<file path="src/kvt_pkg.sv">
// ============================================================================
// kvt_pkg: shared types and constants of the key/value table
// Field widths, status and opcode codes, cell control and read chain types.
// ============================================================================
package kvt_pkg;

   localparam int DATA_W   = 64;
   localparam int LEN_W    = 4;
   localparam int STATUS_W = 2;
   localparam int SLOT_W   = 4;

   typedef enum logic [STATUS_W-1:0] {
      ST_OK       = 2'd0,
      ST_MISS     = 2'd1,
      ST_BADPARAM = 2'd2,
      ST_FULL     = 2'd3
   } status_type;

   typedef enum logic {
      OP_GET  = 1'b0,
      OP_PUSH = 1'b1
   } op_type;

   typedef struct packed {
      logic load_match;
      logic update;
      logic append;
   } cell_ctl_type;

   typedef struct packed {
      logic              hit;
      logic [DATA_W-1:0] value;
      logic [LEN_W-1:0]  len;
      logic [SLOT_W-1:0] slot;
   } rd_chain_type;

   function automatic logic [DATA_W-1:0] byte_mask(input logic [LEN_W-1:0] nbytes);
      logic [DATA_W-1:0] m;
      m = '0;
      for (int b = 0; b < DATA_W / 8; b++) begin
         if (LEN_W'(b) < nbytes) begin
            m[8*b +: 8] = 8'hff;
         end
      end
      return m;
   endfunction

endpackage

</file>
<file path="src/kvt_if.sv">
// ============================================================================
// kvt_if: request and response channels of the key/value table
// Valid/ready channels; a beat moves when valid and ready are both high.
// ============================================================================
interface kvt_req_if;
   import kvt_pkg::*;

   logic              valid;
   logic              ready;
   logic              op;
   logic [DATA_W-1:0] key;
   logic [LEN_W-1:0]  key_len;
   logic [DATA_W-1:0] value;
   logic [LEN_W-1:0]  value_len;

   modport source (output valid, op, key, key_len, value, value_len, input ready);
   modport sink   (input valid, op, key, key_len, value, value_len, output ready);
endinterface

interface kvt_rsp_if;
   import kvt_pkg::*;

   logic                valid;
   logic                ready;
   logic [STATUS_W-1:0] status;
   logic [DATA_W-1:0]   read_value;
   logic [LEN_W-1:0]    read_len;
   logic [SLOT_W-1:0]   slot;

   modport source (output valid, status, read_value, read_len, slot, input ready);
   modport sink   (input valid, status, read_value, read_len, slot, output ready);
endinterface

</file>
<file path="src/key_value_table_core.sv">
// ============================================================================
// key_value_table_core: associative key/value table
// Get and push requests against a row of entry cells; one response per request.
// ============================================================================
// Each request is handled in S_IDLE, then S_RESOLVE: in the cycle it is accepted
// every cell compares the key against its entry in parallel and registers the
// match; in S_RESOLVE the read data is gathered along the cell chain, an update
// or append is written, and the response is loaded into the output register. A
// new request is taken right after, while the response may still wait for
// rsp_bus.ready; the table stalls only when a second response is ready before
// the first one has left. Keys are unique in the table, so at most one cell hits.
// Entries are valid below the fill count; the stores need no clearing after reset.
module key_value_table_core #(
   parameter int ENTRIES     = 16,
   parameter int KEY_BYTES   = 8,
   parameter int VALUE_BYTES = 8
) (
   input logic   clock,
   input logic   reset,
   kvt_req_if.sink   req_bus,
   kvt_rsp_if.source rsp_bus
);
   import kvt_pkg::*;

   localparam int KEY_W   = 8 * KEY_BYTES;
   localparam int VALUE_W = 8 * VALUE_BYTES;
   localparam int CNT_W   = $clog2(ENTRIES + 1);

   typedef enum logic [1:0] {
      S_IDLE    = 2'b01,
      S_RESOLVE = 2'b10
   } state_type;

   state_type           state_ff, state_in;
   logic [CNT_W-1:0]    count_ff, count_in;
   logic                rsp_valid_ff, rsp_valid_in;

   op_type              op_ff;
   logic [DATA_W-1:0]   key_ff;
   logic [LEN_W-1:0]    klen_ff;
   logic [DATA_W-1:0]   val_ff;
   logic [LEN_W-1:0]    vlen_ff;
   logic                bad_ff;

   status_type          status_ff, status_in;
   logic [DATA_W-1:0]   rdval_ff, rdval_in;
   logic [LEN_W-1:0]    rdlen_ff, rdlen_in;
   logic [SLOT_W-1:0]   slot_ff, slot_in;

   logic                accept;
   logic                fire;
   logic                bad_now;
   logic                full;
   logic                do_update;
   logic                do_append;
   logic [DATA_W-1:0]   key_masked;
   cell_ctl_type        ctl;
   rd_chain_type        chain [0:ENTRIES];
   rd_chain_type        rd;
   logic [ENTRIES-1:0]  match_vec;

   assign req_bus.ready = (state_ff == S_IDLE);
   assign accept        = req_bus.valid && req_bus.ready;
   assign fire          = (state_ff == S_RESOLVE) && (!rsp_valid_ff || rsp_bus.ready);
   assign key_masked    = req_bus.key & byte_mask(req_bus.key_len);
   assign bad_now       = (req_bus.key_len == '0)
                        || (req_bus.key_len > LEN_W'(KEY_BYTES))
                        || ((req_bus.op == OP_PUSH) && (req_bus.value_len > LEN_W'(VALUE_BYTES)));
   assign full          = (count_ff == CNT_W'(ENTRIES));
   assign rd            = chain[ENTRIES];

   assign chain[0] = '0;

   for (genvar gi = 0; gi < ENTRIES; gi++) begin : g_cell
      kvt_cell #(
         .IDX     (gi),
         .KEY_W   (KEY_W),
         .VALUE_W (VALUE_W),
         .CNT_W   (CNT_W)
      ) u_cell (
         .clock        (clock),
         .ctl          (ctl),
         .cmp_key      (key_masked),
         .cmp_len      (req_bus.key_len),
         .wr_key       (key_ff),
         .wr_key_len   (klen_ff),
         .wr_value     (val_ff),
         .wr_value_len (vlen_ff),
         .count        (count_ff),
         .rd_in        (chain[gi]),
         .rd_out       (chain[gi+1]),
         .match        (match_vec[gi])
      );
   end

   always_comb begin
      status_in = ST_OK;
      rdval_in  = '0;
      rdlen_in  = '0;
      slot_in   = '0;
      do_update = 1'b0;
      do_append = 1'b0;
      if (bad_ff) begin
         status_in = ST_BADPARAM;
      end else if (op_ff == OP_GET) begin
         if (rd.hit) begin
            rdval_in = rd.value;
            rdlen_in = rd.len;
            slot_in  = rd.slot;
         end else begin
            status_in = ST_MISS;
         end
      end else if (rd.hit) begin
         do_update = 1'b1;
         slot_in   = rd.slot;
      end else if (vlen_ff == '0) begin
         status_in = ST_BADPARAM;
      end else if (full) begin
         status_in = ST_FULL;
      end else begin
         do_append = 1'b1;
         slot_in   = SLOT_W'(count_ff);
      end
   end

   assign ctl.load_match = accept;
   assign ctl.update     = fire && do_update;
   assign ctl.append     = fire && do_append;

   always_comb begin
      state_in     = state_ff;
      count_in     = count_ff;
      rsp_valid_in = rsp_valid_ff;
      if (rsp_bus.ready) begin
         rsp_valid_in = 1'b0;
      end
      case (state_ff)
         S_IDLE: begin
            if (accept) begin
               state_in = S_RESOLVE;
            end
         end
         S_RESOLVE: begin
            if (fire) begin
               state_in     = S_IDLE;
               rsp_valid_in = 1'b1;
               if (do_append) begin
                  count_in = count_ff + CNT_W'(1);
               end
            end
         end
         default: begin
            state_in = S_IDLE;
         end
      endcase
   end

   always_ff @(posedge clock) begin
      if (reset) begin
         state_ff     <= S_IDLE;
         count_ff     <= '0;
         rsp_valid_ff <= 1'b0;
      end else begin
         state_ff     <= state_in;
         count_ff     <= count_in;
         rsp_valid_ff <= rsp_valid_in;
      end
   end

   always_ff @(posedge clock) begin
      if (accept) begin
         op_ff   <= op_type'(req_bus.op);
         key_ff  <= key_masked;
         klen_ff <= req_bus.key_len;
         val_ff  <= req_bus.value & byte_mask(req_bus.value_len);
         vlen_ff <= req_bus.value_len;
         bad_ff  <= bad_now;
      end
      if (fire) begin
         status_ff <= status_in;
         rdval_ff  <= rdval_in;
         rdlen_ff  <= rdlen_in;
         slot_ff   <= slot_in;
      end
   end

   assign rsp_bus.valid      = rsp_valid_ff;
   assign rsp_bus.status     = status_ff;
   assign rsp_bus.read_value = rdval_ff;
   assign rsp_bus.read_len   = rdlen_ff;
   assign rsp_bus.slot       = slot_ff;

   a_count_bound: assert property (@(posedge clock) disable iff (reset)
      count_ff <= CNT_W'(ENTRIES))
      else $error("entry count above table size");

   a_unique_hit: assert property (@(posedge clock) disable iff (reset)
      (state_ff == S_RESOLVE) |-> $onehot0(match_vec))
      else $error("key present in more than one entry");

   a_append_count: assert property (@(posedge clock) disable iff (reset)
      ctl.append |=> (count_ff == $past(count_ff) + CNT_W'(1)))
      else $error("append did not advance the entry count");

   a_rsp_after_resolve: assert property (@(posedge clock) disable iff (reset)
      $rose(rsp_bus.valid) |-> $past(state_ff == S_RESOLVE))
      else $error("response raised outside resolve");

   a_full_status: assert property (@(posedge clock) disable iff (reset)
      (fire && (status_in == ST_FULL)) |-> (full && !rd.hit && (op_ff == OP_PUSH)))
      else $error("table full reported with room or on a hit");

endmodule

</file>
<file path="src/kvt_cell.sv">
// ============================================================================
// kvt_cell: one entry of the key/value table
// Holds one key/value pair, compares it against the incoming key and merges
// its read data into the chain passed on to the next cell.
// ============================================================================
module kvt_cell #(
   parameter int IDX     = 0,
   parameter int KEY_W   = 64,
   parameter int VALUE_W = 64,
   parameter int CNT_W   = 5
) (
   input  logic                         clock,
   input  kvt_pkg::cell_ctl_type        ctl,
   input  logic [kvt_pkg::DATA_W-1:0]   cmp_key,
   input  logic [kvt_pkg::LEN_W-1:0]    cmp_len,
   input  logic [kvt_pkg::DATA_W-1:0]   wr_key,
   input  logic [kvt_pkg::LEN_W-1:0]    wr_key_len,
   input  logic [kvt_pkg::DATA_W-1:0]   wr_value,
   input  logic [kvt_pkg::LEN_W-1:0]    wr_value_len,
   input  logic [CNT_W-1:0]             count,
   input  kvt_pkg::rd_chain_type        rd_in,
   output kvt_pkg::rd_chain_type        rd_out,
   output logic                         match
);
   import kvt_pkg::*;

   logic [KEY_W-1:0]   key_ff;
   logic [LEN_W-1:0]   klen_ff;
   logic [VALUE_W-1:0] val_ff;
   logic [LEN_W-1:0]   vlen_ff;
   logic               match_ff;
   logic               match_in;
   logic               live;
   logic               append_me;

   assign live      = CNT_W'(IDX) < count;
   assign match_in  = live && (klen_ff == cmp_len) && (key_ff == cmp_key[KEY_W-1:0]);
   assign append_me = ctl.append && (count == CNT_W'(IDX));

   always_ff @(posedge clock) begin
      if (ctl.load_match) begin
         match_ff <= match_in;
      end
      if (append_me) begin
         key_ff  <= wr_key[KEY_W-1:0];
         klen_ff <= wr_key_len;
      end
      if ((ctl.update && match_ff) || append_me) begin
         val_ff  <= wr_value[VALUE_W-1:0];
         vlen_ff <= wr_value_len;
      end
   end

   assign match        = match_ff;
   assign rd_out.hit   = rd_in.hit | match_ff;
   assign rd_out.value = rd_in.value | (match_ff ? DATA_W'(val_ff) : '0);
   assign rd_out.len   = rd_in.len | (match_ff ? vlen_ff : '0);
   assign rd_out.slot  = rd_in.slot | (match_ff ? SLOT_W'(IDX) : '0);

endmodule
</file>
<file path="src/flat_wrapper.sv">
// flat-port wrapper written by rule: the top's interface ports become plain ports
module key_value_table_core_flat import kvt_pkg::*;
#(
   parameter int ENTRIES     = 16,
   parameter int KEY_BYTES   = 8,
   parameter int VALUE_BYTES = 8
)
  (clock, reset, req_bus_valid, req_bus_op, req_bus_key, req_bus_key_len, req_bus_value, req_bus_value_len, req_bus_ready, rsp_bus_valid, rsp_bus_status, rsp_bus_read_value, rsp_bus_read_len, rsp_bus_slot, rsp_bus_ready);
  kvt_req_if req_bus_i ();
  kvt_rsp_if rsp_bus_i ();
  input logic clock;
  input logic reset;
  input wire logic [$bits(req_bus_i.valid)-1:0] req_bus_valid;
  input wire logic [$bits(req_bus_i.op)-1:0] req_bus_op;
  input wire logic [$bits(req_bus_i.key)-1:0] req_bus_key;
  input wire logic [$bits(req_bus_i.key_len)-1:0] req_bus_key_len;
  input wire logic [$bits(req_bus_i.value)-1:0] req_bus_value;
  input wire logic [$bits(req_bus_i.value_len)-1:0] req_bus_value_len;
  output wire logic [$bits(req_bus_i.ready)-1:0] req_bus_ready;
  output wire logic [$bits(rsp_bus_i.valid)-1:0] rsp_bus_valid;
  output wire logic [$bits(rsp_bus_i.status)-1:0] rsp_bus_status;
  output wire logic [$bits(rsp_bus_i.read_value)-1:0] rsp_bus_read_value;
  output wire logic [$bits(rsp_bus_i.read_len)-1:0] rsp_bus_read_len;
  output wire logic [$bits(rsp_bus_i.slot)-1:0] rsp_bus_slot;
  input wire logic [$bits(rsp_bus_i.ready)-1:0] rsp_bus_ready;
  assign req_bus_i.valid = req_bus_valid;
  assign req_bus_i.op = req_bus_op;
  assign req_bus_i.key = req_bus_key;
  assign req_bus_i.key_len = req_bus_key_len;
  assign req_bus_i.value = req_bus_value;
  assign req_bus_i.value_len = req_bus_value_len;
  assign req_bus_ready = req_bus_i.ready;
  assign rsp_bus_valid = rsp_bus_i.valid;
  assign rsp_bus_status = rsp_bus_i.status;
  assign rsp_bus_read_value = rsp_bus_i.read_value;
  assign rsp_bus_read_len = rsp_bus_i.read_len;
  assign rsp_bus_slot = rsp_bus_i.slot;
  assign rsp_bus_i.ready = rsp_bus_ready;
  key_value_table_core #(.ENTRIES(ENTRIES), .KEY_BYTES(KEY_BYTES), .VALUE_BYTES(VALUE_BYTES)) u_core (.clock(clock), .reset(reset), .req_bus(req_bus_i), .rsp_bus(rsp_bus_i));
endmodule
</file>
<file path="config.mk">
export PLATFORM = sky130hd
export DESIGN_NAME = key_value_table_core_flat
export DESIGN_NICKNAME = d
export VERILOG_FILES = /design/src/kvt_pkg.sv /design/src/kvt_if.sv /design/src/key_value_table_core.sv /design/src/kvt_cell.sv /design/src/flat_wrapper.sv
export SDC_FILE = /design/constraint.sdc
export NUM_CORES = 2
export LEC_CHECK = 0
export ABC_AREA = 1
export BUFFER_PORTS_ARGS = -buffer_cell sky130_fd_sc_hd__buf_2
export CORE_MARGIN = 3
export CORE_UTILIZATION = 30
export CTS_CLUSTER_DIAMETER = 200
export DETAILED_ROUTE_END_ITERATION = 16
export GPL_ROUTABILITY_DRIVEN = 0
export HOLD_SLACK_MARGIN = 0.05
export PLACE_DENSITY = 0.48
export SYNTH_ARGS = -nofsm -noshare
export SYNTH_HDL_FRONTEND = slang
export SYNTH_SLANG_ARGS = --single-unit
</file>
<file path="constraint.sdc">
create_clock -name clock -period 9.4 [get_ports clock]
set_clock_uncertainty 0.2 [all_clocks]
set_input_delay 0 -clock clock [delete_from_list [all_inputs] [get_ports clock]]
set_output_delay 0 -clock clock [all_outputs]
set_load 0.005 [all_outputs]
</file>
; ---- Yosys cells after proc, flatten, opt, wreduce, memory -nomap -nowiden
; Index checks and enable logic that the tools add are counted.
[totals]
in_bits = 141
regBits = 2412
[classes]
n_reduce_logical = 95
n_addsub = 1
eq_ne = 52
n_bitwise = 62
muxes = 95
order_cmp = 34
[op_table]
columns = operator, count
row1 = 64-bit equality test, 16
row2 = 64-bit 2-to-1 mux, 16
row3 = 64-bit bitwise OR, 15
row4 = 8-bit 2-to-1 mux, 24
row5 = 64-bit AND, 2
row6 = 4-bit 2-to-1 mux, 29
row7 = 4-bit bitwise OR, 23
row8 = 1-bit logical AND, 69
row9 = 4-bit equality test, 16
row10 = "5-bit by 4-bit equality test with 1-bit output, second input constant", 8
row11 = "4-bit by 5-bit < comparator with 1-bit output, first input constant", 8
row12 = "3-bit by 4-bit < comparator with 1-bit output, first input constant", 8
row13 = "5-bit by 3-bit equality test with 1-bit output, second input constant", 4
row14 = "3-bit by 5-bit < comparator with 1-bit output, first input constant", 4
row15 = 1-bit logical OR, 19
row16 = "1-bit by 4-bit < comparator with 1-bit output, first input constant", 4
row17 = "2-bit by 4-bit < comparator with 1-bit output, first input constant", 4
row18 = 2-bit 2-to-1 mux, 8
row19 = 4-bit by 3-bit bitwise OR with 4-bit output, 4
row20 = 1-bit bitwise OR, 15
row21 = 1-bit 2-to-1 mux, 13
row22 = 3-bit 2-to-1 mux, 4
row23 = "5-bit by 2-bit equality test with 1-bit output, second input constant", 2
row24 = "1-bit by 5-bit < comparator with 1-bit output, first input constant", 2
row25 = other kinds (18), 22

; ---- Longest topological paths before layout
[logic_depth]
depth_word = 21
ltp_mapped = 14
mapped_depth_nobuf = 13

; ---- Hierarchy
; Synthesis repeated with hierarchy kept, for this count alone.
[unflattened]
hier_cells = 8360
hier_area_um2 = 102719.8
[by_module_without_submodules]
columns = mod, seq_area_each_um2, cells_each, n_inst, area_each_um2
row1 = key_value_table_core, 6526.3, 731, 1, 8804.7
row2 = kvt_cell at u_core.g_cell[15].u_cell, 4113.9, 540, 1, 6009.5
row3 = kvt_cell at u_core.g_cell[7].u_cell, 4113.9, 536, 1, 6004.5
row4 = kvt_cell at u_core.g_cell[8].u_cell, 4113.9, 521, 1, 5974.5
row5 = kvt_cell at u_core.g_cell[14].u_cell, 4113.9, 510, 1, 5947.0
row6 = kvt_cell at u_core.g_cell[9].u_cell, 4113.9, 505, 1, 5935.7
row7 = kvt_cell at u_core.g_cell[11].u_cell, 4113.9, 491, 1, 5908.2
row8 = kvt_cell at u_core.g_cell[10].u_cell, 4113.9, 490, 1, 5905.7
row9 = kvt_cell at u_core.g_cell[6].u_cell, 4113.9, 465, 1, 5849.4
row10 = kvt_cell at u_core.g_cell[3].u_cell, 4113.9, 468, 1, 5845.6
row11 = kvt_cell at u_core.g_cell[12].u_cell, 4113.9, 463, 1, 5843.1
row12 = kvt_cell at u_core.g_cell[5].u_cell, 4113.9, 465, 1, 5838.1
row13 = kvt_cell at u_core.g_cell[4].u_cell, 4113.9, 456, 1, 5816.8
row14 = kvt_cell at u_core.g_cell[0].u_cell, 4113.9, 438, 1, 5801.8
row15 = 3 more rows, n/a, n/a, n/a, n/a

; ---- Worst setup path after synthesis
; Ideal clock, no wire load.
[synth_path]
path_kind = register to register
from = register u_core.state_ff[0]
to = register u_core.g_cell[14].u_cell.val_ff[0] (enable)
t_required_ns = 8.612
arrival_time_ns = 9.053
synth_period_minus_slack_ns = 9.841
path_buffers = 0
setup_ns = 0.588
path_slack_ns = -0.441
stages_incl_launch_ff = 10
path_cell_list = dfxtp_1 -> inv_1 -> nand2_1 -> nor2_1 -> nand2_1 -> nor2_1 -> nand2_1 -> inv_1 -> nand3_1 -> o21ai_0
[synth_via]
elab_chain_len = 5
word_cells_on_any_way = 7
[synth_lines]
columns = element, line_no
row1 = from (decl), key_value_table_core.sv:34  ; state_type state_ff, state_in;
row2 = from (signal assigned), key_value_table_core.sv:164  ; state_ff <= state_in;
row3 = 2-bit equality test (*), key_value_table_core.sv:64  ; assign fire = (state_ff == S_RESOLVE) && (!rsp_valid_ff || rsp_bus.ready);
row4 = 1-bit logical AND (*), key_value_table_core.sv:64
row5 = named net u_core.fire, key_value_table_core.sv:51  ; logic fire;
row6 = "1-bit logical AND, on equally long branches", "key_value_table_core.sv:127, key_value_table_core.sv:128"
row7 = "1-bit logical AND, on equally long branches", "kvt_cell.sv:48, kvt_cell.sv:38"
row8 = 1-bit logical OR (*), kvt_cell.sv:48  ; if ((ctl.update && match_ff) || append_me) begin
row9 = to (signal assigned), kvt_cell.sv:49  ; val_ff <= wr_value[VALUE_W-1:0];
row10 = to (decl), kvt_cell.sv:29  ; logic [VALUE_W-1:0] val_ff;
; Mark *: on every way through the listed nets, which the timed path passes. The rest lies on a longest branch.
; A chain may end at the register's enable or synchronous reset.

; ---- Worst setup path after layout
[layout_path]
from = input port req_bus_key_len[1]
to = register u_core.g_cell[1].u_cell.match_ff, data pin
[layout_via]
elab_chain_len = 5
word_cells_on_any_way = 21
[layout_lines]
columns = element, line_no
row1 = from (decl), flat_wrapper.sv:16  ; input wire logic [$bits(req_bus_i.key_len)-1:0] req_bus_key_len;
row2 = 1-bit by 4-bit < comparator with 1-bit output, kvt_pkg.sv:41  ; if (LEN_W'(b) < nbytes) begin
row3 = 8-bit 2-to-1 mux, kvt_pkg.sv:41
row4 = 64-bit AND, key_value_table_core.sv:65  ; assign key_masked = req_bus.key & byte_mask(req_bus.key_len);
row5 = "named net u_core.g_cell[0].u_cell.cmp_key, one bit", kvt_cell.sv:14  ; input logic [kvt_pkg::DATA_W-1:0] cmp_key,
row6 = 64-bit equality test, kvt_cell.sv:37  ; assign match_in = live && (klen_ff == cmp_len) && (key_ff == cmp_key[KEY_W-1:0]);
row7 = 1-bit logical AND, kvt_cell.sv:37
row8 = named net u_core.g_cell[1].u_cell.match_in, kvt_cell.sv:32  ; logic match_in;
row9 = to (signal assigned), kvt_cell.sv:42  ; match_ff <= match_in;
row10 = to (decl), kvt_cell.sv:31  ; logic match_ff;
; The timed path passes the listed nets, and every way through them passes these cells.

==> flow_metrics.tcl <==
set metrics [dict create \
    cts_buffer_depth 4 \
    max_freq_mhz 165 \
    max_cap_violations 0 \
    cts_num_sinks 2412 \
    rsz0062_at_grt "false" \
    place_ws_ns 4.15 \
    fin_crit_sh 0.646 \
    nets 9144 \
    drtIter0Drc 9498 \
    r2r_slack_ns 4.14 \
    yosysUniqueCellTypes 37 \
    num_vias 69098 \
    synth-edff-count 2404 \
    dieArea_um2 338000 \
    hold_path.class "in2reg" \
    rr_worst_depth 10 \
    slowest_stage "dlygate4sd3_1" \
    crit_top_cell "dlygate4sd3_1" \
    drt_pass1_iterations 6 \
    yosys_warnings 0 \
    hp-start "req_bus_value[35]" \
    cpPeakStageDelay_ns 0.66 \
    r2r-start "u_core.g_cell[2].u_cell.match" \
    core_um2 328000 \
    io_pins 217 \
    cts.clk_slew.worst_paths_ns 0.06 \
    ys_seq_area_frac 0.728 \
    reg2reg_to "u_core.g_cell[11].u_cell.val_ff[51]" \
    finalSetupViolCount 0 \
    synthArstFlopShare 0 \
    status "completed" \
    netlist_instances 8387 \
    postCtsSetupBuffers 0 \
    setup.worst_path.end_class "flip-flop" \
    layout_commonest_cell "nand2_1" \
    tightest_slew_ns 1.37 \
    hpwl_um 243000 \
    power_density_nw_per_um2 203 \
    clkLatencyLatePin_ns 0.87 \
    synth-seq-cells 2412 \
    fin_util 0.357 \
    slew_violations 0 \
    drive_gt1_frac 0.0967 \
    grt_pass1_wl_um 538000 \
    syn_area_um2 99400 \
    path_cells "dlygate4sd3_1, buf_2, buf_4, inv_1, nand2_2, buf_4, nand2_1, buf_4, inv_1, nand2_1, nand3_1, nor2_1, nand2_1, dlygate4sd3_1, nor2_1, dlygate4sd3_1, nand3_1, dlygate4sd3_1, nor2_1, dlygate4sd3_1" \
    hold_buffers 256 \
    syn-num-nets 8531 \
    drt-vias-per-instance 5.10 \
    placement.io_buffers 216 \
    layout.cells.most_common_list "nand2_1, edfxtp_1, nor2_1, inv_1, nand3_1" \
    worstHoldEndpoint "u_core.val_ff[35]" \
    crit_fanout 26 \
    die_w_um 582 \
    synth.top_cell.area_share 0.726 \
    routed_wl_um 395000 \
    final_hold_viol_count 0 \
    critPathRequiredTime_ns 9.89 \
    grt_max_degree 85 \
    grt_usage 0.227 \
    wl_per_cell_um 29.2 \
    cts_buffers 268 \
    initial_core_util 0.303 \
    ant_nets 0 \
    holdWs_ns 0.0370 \
    leakage_uw 0.0437 \
    die_height_um 582 \
    relSlewSlack 0.0875 \
    grt_pass1_vias 65347 \
    placedCellCount 12820 \
    worst_setup_path_start_kind "input pin" \
    drc 0 \
    vdd.ir_drop.worst_v 0.000141 \
    fin_crit_ns 6.07 \
    crit_type "in2reg" \
    min_path_cells 4 \
    syn_avg_cell_area_um2 11.8 \
    synth_area_leader_cell "edfxtp_1" \
    antenna_found_initial 37 \
    setup_tns_ns 0 \
    rows 210 \
    area_growth_pct 17.9 \
    final_cells 13552 \
    crit_arrival_ns 6.57 \
    ctsHtreeMaxLevel 5 \
    fin_ws_ns 3.33 \
    post_cts_resized 0 \
    root_buffer "clkbuf_16" \
    cts_tree "done" \
    synth.area.top_cells "edfxtp_1, nand2_1, nor2_1, inv_1, nand3_1" \
    synthFlopType "edfxtp_1" \
    grt-ovfl-total 0 \
]
-- metrics by stage --
stage / area (um^2) / power [uW]
2_1_floorplan: 99400 / 12900
3_3_place_gp: 106000 / 13800
3_5_place_dp: 106000 / 13800
4_1_cts: 117000 / 23900
5_1_grt: 117000 / 24400
6_report: 117000 / 23800
-- how the worst max path moves through the flow --
| stage | from | to | depth (start not counted) |
|---|---|---|---|
| 2_1_floorplan | u_core.state_ff[0] | u_core.g_cell[6].u_cell.val_ff[0] | 9 |
| 3_3_place_gp | u_core.g_cell[2].u_cell.match | u_core.g_cell[14].u_cell.val_ff[14] | 10 |
| 3_5_place_dp | u_core.g_cell[2].u_cell.match | u_core.g_cell[14].u_cell.val_ff[14] | 10 |
| 4_1_cts | req_bus_key_len[1] | u_core.g_cell[1].u_cell.match | 20 |
| 5_1_grt | req_bus_key_len[1] | u_core.g_cell[1].u_cell.match | 20 |
| 6_report | req_bus_key_len[1] | u_core.g_cell[1].u_cell.match | 20 |
-- per-layer routing --
| layer | GRT usage | share of wire |
|---|---|---|
| met1 | 0.309 | 0.41 |
| met2 | 0.358 | 0.45 |
| met3 | 0.0427 | 0.095 |
| met4 | 0.0881 | 0.044 |
| met5 | 0 | 0.00015 |
-- cell usage after synthesis, types with 33 or more instances --
| cell | count |
|---|---|
| o21ai_0 | 170 |
| xnor2_1 | 91 |
| inv_1 | 667 |
| xor2_1 | 153 |
| nand3b_1 | 123 |
| a31oi_1 | 34 |
| nor3_1 | 33 |
| a22o_1 | 75 |
| o22ai_1 | 49 |
| nand2_1 | 2710 |
| a221oi_1 | 110 |
| a21oi_1 | 51 |
| edfxtp_1 | 2404 |
| nand3_1 | 430 |
| nand4_1 | 115 |
| buf_2 | 105 |
| nor2_1 | 716 |
| clkbuf_1 | 172 |
-- flip-flops by register name, summed over array words and instances, names as in the netlist --
signal / count
u_core.g_cell.u_cell.key_ff: 1024
u_core.g_cell.u_cell.val_ff: 1024
u_core.g_cell.u_cell.klen_ff: 64
u_core.g_cell.u_cell.vlen_ff: 64
u_core.key_ff: 64
u_core.rsp_bus.read_value: 64
u_core.val_ff: 64
u_core.g_cell.u_cell.match: 16
u_core.count_ff: 5
u_core.klen_ff: 4
u_core.rsp_bus.read_len: 4
u_core.rsp_bus.slot: 4
u_core.vlen_ff: 4
u_core.rsp_bus.status: 2
u_core.state_ff: 2
u_core.bad_ff: 1
u_core.op_ff: 1
u_core.rsp_bus.valid: 1
-- kinds of logic after synthesis --
family / after synthesis / share of synthesized area
adders and majority gates: 3 / 0.000378
DFF: 2412 / 0.728
AOI/OAI and AO/OA: 518 / 0.0348
and+or+nand+nor: 4209 / 0.175
xor gates and xnor gates: 244 / 0.0215
buffers and inverters: 1001 / 0.0404
-- power breakdown --
part	leakage (uW)	internal (uW)	switching (uW)
Sequential	0.0218	12000	238
Clock	0.00398	5760	4340
Combinational	0.0179	362	1090
-- final cells by class --
| class | count | area [um^2] |
|---|---|---|
| repair buffers | 670 | 5190 |
| clock inverters | 134 | 1030 |
| diodes | 15 | 37.5 |
| well taps | 4346 | 5440 |
| multi-input cells | 4974 | 23400 |
| flip-flops and latches | 2412 | 72300 |
| inverters | 674 | 2530 |
| fillers | 31834 | 211000 |
| clock buffers | 327 | 7110 |
-- critical path: cells and delay by family --
family / cells / cell delay [ns]
buffers and inverters: 11 / 4.82
and+or+nand+nor: 9 / 1.70
(Power assumes the default switching activity.)
